`src/rtl/ifp_pkg.sv`:
```
// Shared types, frame codes and scale constants for the IMU frame parser.
package ifp_pkg;

   // Frame layout.
   localparam logic [3:0] FRAME_LAST   = 4'd10;
   localparam logic [7:0] HEADER_RESET = 8'h5A;

   // Type byte codes.
   localparam logic [7:0] TYPE_RATE   = 8'hAA;
   localparam logic [7:0] TYPE_ANGLE  = 8'hBB;
   localparam logic [7:0] TYPE_ACCEL  = 8'hCC;
   localparam logic [7:0] TYPE_QUAT   = 8'hDD;
   localparam logic [7:0] TYPE_REPORT = 8'hEE;

   // Scale factors that bring the raw 16-bit readings to Q16.16 values.
   localparam logic signed [13:0] SCALE_RATE  = 14'sd4000;
   localparam logic signed [13:0] SCALE_ANGLE = 14'sd360;
   localparam logic signed [13:0] SCALE_ACCEL = 14'sd3136;
   localparam logic signed [13:0] SCALE_QUAT  = 14'sd2;

   // Reciprocal of ten for a 27-bit magnitude: q = (m * RECIP) >> 35.
   localparam logic [31:0] DIV10_RECIP = 32'hCCCCCCCD;

   typedef enum logic [2:0] {
      ST_RATE     = 3'd0,
      ST_ANGLE    = 3'd1,
      ST_ACCEL    = 3'd2,
      ST_QUAT     = 3'd3,
      ST_REPORT   = 3'd4,
      ST_CSUM_ERR = 3'd5,
      ST_UNKNOWN  = 3'd6
   } status_type;

   // Per-request information passed from the frame control to the scaler.
   typedef struct packed {
      logic              take;    // a request is accepted this cycle
      logic [3:0]        idx;     // position of the byte in the frame
      logic signed [15:0] raw;    // this byte as high half over the stored low byte
      status_type        kind;    // frame kind decoded from the type byte
      logic              done;    // this request closes a frame with a result
      status_type        status;  // final status of the closing frame
   } step_type;

   function automatic status_type decode_type(input logic [7:0] code);
      status_type s;
      unique case (code)
         TYPE_RATE:   s = ST_RATE;
         TYPE_ANGLE:  s = ST_ANGLE;
         TYPE_ACCEL:  s = ST_ACCEL;
         TYPE_QUAT:   s = ST_QUAT;
         TYPE_REPORT: s = ST_REPORT;
         default:     s = ST_UNKNOWN;
      endcase
      return s;
   endfunction

endpackage

```
`src/rtl/ifp_frame_ctl.sv`:
```
// Byte counter, header check, running checksum and frame status for the parser.
module ifp_frame_ctl
   import ifp_pkg::*;
(
   input  logic       clock,
   input  logic       reset,
   input  logic       csr_wr_en,
   input  logic [7:0] csr_wr_data,
   input  logic       take,
   input  logic [7:0] rx_byte,
   output logic       last_byte,
   output step_type   step
);

   logic [7:0] header_ff, header_in;
   logic [3:0] count_ff, count_in;
   logic [7:0] first_ff, first_in;
   logic [7:0] type_ff, type_in;
   logic [7:0] low_ff, low_in;
   logic [7:0] sum_ff, sum_in;

   logic [3:0] idx;
   logic       hdr_ok;
   status_type kind;

   // Position of this byte; an out-of-range count restarts the frame.
   assign idx       = (count_ff > FRAME_LAST) ? 4'd0 : count_ff;
   assign last_byte = (count_ff == FRAME_LAST);

   // The opening byte is checked against the header on every request.
   assign hdr_ok = (idx == 4'd0) ? (rx_byte == header_ff) : (first_ff == header_ff);
   assign kind   = decode_type(type_ff);

   // Next values of the frame registers.
   always_comb begin
      header_in = csr_wr_en ? csr_wr_data : header_ff;
      count_in  = count_ff;
      first_in  = first_ff;
      type_in   = type_ff;
      low_in    = low_ff;
      sum_in    = sum_ff;
      if (take) begin
         if (!hdr_ok || idx == FRAME_LAST) begin
            count_in = 4'd0;
         end else begin
            count_in = idx + 4'd1;
         end
         if (idx == 4'd0) begin
            first_in = rx_byte;
            sum_in   = rx_byte;
         end else if (idx < FRAME_LAST) begin
            sum_in = sum_ff + rx_byte;
         end
         if (idx == 4'd1) begin
            type_in = rx_byte;
         end
         if (idx[0] == 1'b0 && idx != 4'd0 && idx < FRAME_LAST) begin
            low_in = rx_byte;
         end
      end
   end

   always_ff @(posedge clock) begin
      if (reset) begin
         header_ff <= HEADER_RESET;
         count_ff  <= 4'd0;
      end else begin
         header_ff <= header_in;
         count_ff  <= count_in;
      end
      first_ff <= first_in;
      type_ff  <= type_in;
      low_ff   <= low_in;
      sum_ff   <= sum_in;
   end

   // Status of a closing frame: unknown type wins over a checksum mismatch.
   always_comb begin
      step.take   = take;
      step.idx    = idx;
      step.raw    = $signed({rx_byte, low_ff});
      step.kind   = kind;
      step.done   = take && hdr_ok && (idx == FRAME_LAST);
      step.status = kind;
      if (kind != ST_UNKNOWN && sum_ff != rx_byte) begin
         step.status = ST_CSUM_ERR;
      end
   end

endmodule

```
`config.mk`:
```
export PLATFORM = sky130hd
export DESIGN_NAME = ifp_frame_ctl
export DESIGN_NICKNAME = d
export VERILOG_FILES = /design/src/rtl/ifp_pkg.sv /design/src/rtl/ifp_frame_ctl.sv
export SDC_FILE = /design/constraint.sdc
export NUM_CORES = 1
export LEC_CHECK = 0
export ABC_AREA = 1
export BUFFER_PORTS_ARGS = -buffer_cell sky130_fd_sc_hd__buf_2
export CORE_ASPECT_RATIO = 0.75
export CORE_UTILIZATION = 39
export CTS_CLUSTER_SIZE = 8
export DETAILED_ROUTE_END_ITERATION = 10
export PLACE_DENSITY = 0.57
export SYNTH_ARGS = -nofsm -noshare
export SYNTH_HDL_FRONTEND = slang
export SYNTH_SLANG_ARGS = --single-unit
```
`constraint.sdc`:
```
create_clock -name clock -period 2.65 [get_ports clock]
set_clock_uncertainty 0.2 [all_clocks]
set_input_delay 0.1325 -clock clock [delete_from_list [all_inputs] [get_ports clock]]
set_output_delay 0.1325 -clock clock [all_outputs]
set_load 0.02 [all_outputs]
```
Word level (Yosys, flattened, before mapping)
Cells that the tools add are included.
{"block": "op_classes", "n_addsub": 2, "n_lt_le_gt_ge": 2, "n_eq_ne": 12, "n_mux": 7, "bitwise_logic": 1, "reduce_logical": 14}
{"cell": "== test 8 bit (second input constant)", "count": 5}
{"cell": "== test 8 bit", "count": 2}
{"cell": "two-way mux 8 bit", "count": 2}
{"cell": "one-hot mux 3 bit (5 select lines)", "count": 1}
{"cell": "adder 8 bit", "count": 1}
{"cell": "== test 4 bit (second input constant)", "count": 2}
{"cell": "two-way mux 4 bit", "count": 2}
{"cell": "!= test 8 bit", "count": 1}
{"cell": "AND reduction 2 bit", "count": 4}
{"cell": "logical AND 1 bit", "count": 5}
{"cell": "adder 4 x 1 -> 4 bit (second input constant)", "count": 1}
{"cell": "== test 4 x 1 -> 1 bit (second input constant)", "count": 1}
{"cell": "greater-than comparator 4 bit (second input constant)", "count": 1}
{"cell": "logical NOT 4 bit", "count": 1}
{"cell": "less-than comparator 4 bit (second input constant)", "count": 1}
{"cell": "nonzero test 4 bit", "count": 1}
{"cell": "two-way mux 3 bit", "count": 1}
{"cell": "!= test 3 bit (second input constant)", "count": 1}
{"cell": "nonzero test 2 bit", "count": 1}
{"cell": "logical NOT 1 bit", "count": 1}
{"cell": "logical OR 1 bit", "count": 1}
{"cell": "two-way mux 1 bit", "count": 1}
{"cell": "inverter 1 bit", "count": 1}
{"block": "word_totals", "reg_bits": 44, "in_bits": 20, "output_inout_bits": 29, "word_cells": 44}

Logic depth before layout (Yosys ltp)
{"block": "logic_depth", "word_depth": 7, "depth_mapped": 17, "depth_no_buf": 16}

Worst setup path after synthesis
Ideal clock, no wire load.
{"block": "synth_path", "path_type": "flip-flop to output port", "from": "register count_ff[1]", "to": "output port step[3] (netlist name)", "arrival_time_ns": 2.433, "required_time_ns": 2.318, "slack_ns": -0.116, "stages_incl_launch_ff": 17, "n_path_buf": 2, "cell_sequence": "dfxtp_1 nor2_1 nor2_4 nor2_1 inv_1 ha_1 buf_4 nand3_4 buf_8 nand2_2 nand2_1 nand2_1 nand2_1 nand2_2 nor2_4 nand2_1 nor3_2"}
{"element": "from (decl)", "line": "ifp_frame_ctl.sv:16", "source": "logic [3:0] count_ff, count_in;"}
{"element": "from (signal assigned)", "line": "ifp_frame_ctl.sv:69", "source": "count_ff <= count_in;"}
{"element": "to (decl)", "line": "ifp_frame_ctl.sv:12", "source": "output step_type step"}

==> summary.md <==
| Metric | Value |
|---|---|
| Outcome | finished, violations left |
| Failing checks | negative setup slack |
| Die area | 6670 um^2 |
| Nets@finish | slightly below 400 |
| Die Wd | 94.0 um |
| Pint | around 0.0011 W |
| Post-route setup slack | -0.0301 ns |
| Antenna-violating nets left | 0 |
| Worst EP arrival | between 2 and 2.5 ns |
| Core Area | between 5000 and 6000 um^2 |
| Vias per cell | about 4.9 |
| Synthesized area per cell | about 9.2 um^2 |
| Share of cells above drive strength 1 | approximately a third |
| Critical Path RT | 2.32 ns |
| CTS max path bufs | 2 |
| Synth warnings | 0 |
| Overflow after GRT | 0 |
| Relative slew slack | 61.7% |
| Max-Cap Viols | 0 |
| Clock slew at reported path FFs | approximately 0.09 ns |
| Layout Cells excl Fill | 435 |
| Power share of the combinational group | approximately 14% |
| Area grow syn2layout | 35.6% |
| P_sw | between 0.0003 and 0.0004 W |
| Initial DRC Count | 74 |
| DR vias | about 2,100 |
| Antenna Cells | 0 |
| PwrDens | between 400 and 500 nW/um^2 |
| Post-Syn Nets | 301 |
| Crit end category | output pin |
| I/O pins | 49 |
| CTS tree | built |
| Area contributors post-synth | edfxtp_1, nand2_1, dfxtp_1 |
| Detailed Routing Iterations Pass 1 | 4 |
| Reg-to-reg slack, setup | between 0.2 and 0.25 ns |
| Post-Syn Area | 2480 um^2 |
| Sequential share of the synthesized area | 48.5% |
| Total power | about 0.0015 W |
| WL/cell | approximately 14 um |
| Clock power share | approximately a third |
| Total GRT Usage | 19.3% |
| Final number of hold-violating endpoints | 0 |
| Critical path class | reg -> out |
| Clk_lat worst skew | ~0.30 ns |
| Root Driver | clkbuf_8 |
| Die Y | ~71 um |
| Largest net degree at the start of global routing | 14 |
| Reg power frac | approximately 52% |
| Detailed Route WL | ~6.0 mm |
| Peak VDD IR | 0.239 mV |
| Final TNS setup | -0.0301 ns |
| Drc violations | 0 |
| Port Buffers | 48 |
| Inserted Clock Buffers | 5 |
| Lkg Pwr | between 1.5 and 2 nW |
| First-pass GRT wire length | 9.73 mm |
| Vias in the first global route | 2,061 |
| Final setup viols | 1 |
| Top cell type by total area after synthesis | edfxtp_1 |
| Syn Inst Count | 270 |
| Fin. max-slew vios | 0 |
| Post-Place Cell Area | ~2800 um^2 |
| RSZ-0062 raised after global routing | yes |
| Sw frac | 24.2% |
| Register bit total from synthesis | between 40 and 50 |
| Cell variety after synth | 31 |
| Startpoint types | flip-flop |
| Starting Density | 41.4% |
| CTS H-Tree Depth | 2 |
| Hold WC Path Type | in -> reg |
| Fmax | approximately 370 MHz |
| Yosys top cell area share | between 30% and 40% |
| Maximum fanout along the worst path | 6 |
| Post-DP HPWL | between 4 and 5 mm |
| Worst-margin pin slew | 0.573 ns |
| Antenna violations before repair | 0 |
| GPL Wtd Cong | 0.797 |
| Fin area | between 3000 and 4000 um^2 |
| Dpl cells | 390 |
| # rows | 24 |
| Period utilisation layout | 101% |
| Post-layout minimum cycle time | roughly 2.7 ns |
| CTS Sinks | 44 |
==> kinds of logic (layout without fill, tap and decap cells) <==
kind of cell	count (synthesis)	in the layout	share of synthesized area (%)
buffers and inverters	47	133	9.55
AO/OA/AOI/OAI	27	27	5.66
AND/OR/NAND/NOR	137	138	29.0
XOR/XNOR	4	4	1.42
adder cells (fa/ha/maj)	11	11	5.86
flip-flops	44	44	48.5
==> power by group through the flow <==
stage               clock [W]  sequential [W]  combinational, W
floorplan                   0        0.000788          0.000121
global placement            0        0.000791          0.000169
detailed placement          0        0.000791          0.000172
CTS                  0.000522        0.000775          0.000201
global route         0.000546        0.000777          0.000233
finish               0.000510        0.000774          0.000205
==> synthesized netlist by cell type <==
library cell   n
nand4_1        5
nor2_4         3
nand3b_1       5
xor2_1         2
nand2_1       66
nor2_1        19
nand3_4        1
o31ai_1        1
inv_2          1
ha_1          10
o21a_1         1
nand2_2        6
inv_1         31
dfxtp_1       12
buf_6          1
fa_1           1
nand3_1       14
edfxtp_1      32
nor4_1         2
buf_8          1
buf_4         11
clkbuf_1       1
nand4_4        2
nor3_2         1
a21oi_1       11
o21ai_0       14
xnor2_1        2
nor3_1         5
clkinv_1       1
nand4_2        5
or2_2          3
==> sequential cells by signal, summed over array words and instances, names as in the netlist <==
name / cells
first_ff: 8
header_ff: 8
low_ff: 8
sum_ff: 8
type_ff: 8
count_ff: 4
==> cell usage in the layout, fill, tap and decap left out, types with 3 or more instances in the layout <==
cell	n
nand3b_1	5
clkinv_1	3
buf_2	47
clkbuf_8	5
inv_1	29
nand4_4	3
dfxtp_1	9
nand2_1	54
inv_2	3
nand4_1	5
nor2_1	16
o21ai_0	13
ha_1	9
nand2_4	4
nor2_4	6
nand2_2	14
dlygate4sd3_1	23
nand3_1	13
nand4_2	4
or2_2	3
buf_4	19
dfxtp_4	3
nor3_1	5
a21oi_1	11
edfxtp_1	32
==> layer usage <==
layer / global-route usage [%] / routed length (um) / vias to the layer above
li1: - / - / 1068
met1: 28.3 / 3040 / 987
met2: 28.6 / 2620 / 48
met3: 3.87 / 249 / 8
met4: 6.15 / 74 / 0
met5: 0 / 0 / -
==> path summary, 6_finish.rpt <==
| path | end | depth (start not counted) | from |
|---|---|---|---|
| setup reg to reg | low_ff[7]$_DFFE_PP_ | 11 | count_ff[0]$_SDFFE_PP0P_ |
| hold reg to reg | header_ff[7]$_SDFFE_PP0P_ | 2 | header_ff[7]$_SDFFE_PP0P_ |
| setup / recovery | step[3] | 16 | count_ff[2]$_SDFFE_PP0P_ |
| hold / removal | header_ff[0]$_SDFFE_PP0P_ | 3 | csr_wr_en |
==> area by class of cell <==
class / instances / area [um^2]
Fill cell: 561 / 2620
Sequential cell: 44 / 1210
Inverter: 33 / 124
Multi-Input combinational cell: 180 / 1150
Clock inverter: 3 / 37.5
Tap cell: 78 / 97.6
Clock buffer: 5 / 68.8
Timing Repair Buffer: 92 / 663
==> metrics by stage <==
step | hold slack (ns) | utilization, % | setup WS [ns]
after floorplan | 0.00157 | - | 0.0462
after global placement | 0.144 | 46.5 | 0.143
after detailed placement | 0.154 | 46.5 | 0.0672
after CTS | 0.0195 | 54.0 | 0.00610
after global routing | 0.0524 | 56.2 | -0.197
final | 0.0217 | 56.2 | -0.0301
==> critical path: stages (launching register included) <==
cell,delay (ns)
dfxtp_4,0.40
nor2_4,0.04
nor2_4,0.17
nand2_4,0.09
nand2_4,0.09
ha_4,0.14
buf_12,0.12
buf_8,0.13
nand4_2,0.13
nand2_1,0.10
nand2_1,0.05
nand2_1,0.07
nand2_2,0.08
nor2_4,0.13
nand2_2,0.06
nor3_2,0.10
buf_4,0.16
==> timing repair <==
item	CTS	global route
pin swaps	2	10
hold endpoints to repair	36	0
buffers inserted	4	9
setup endpoints to repair	1	2
gates resized for setup	23	16
hold buffers	23	0
gates cloned	1	0
(Power assumes the default switching activity.)
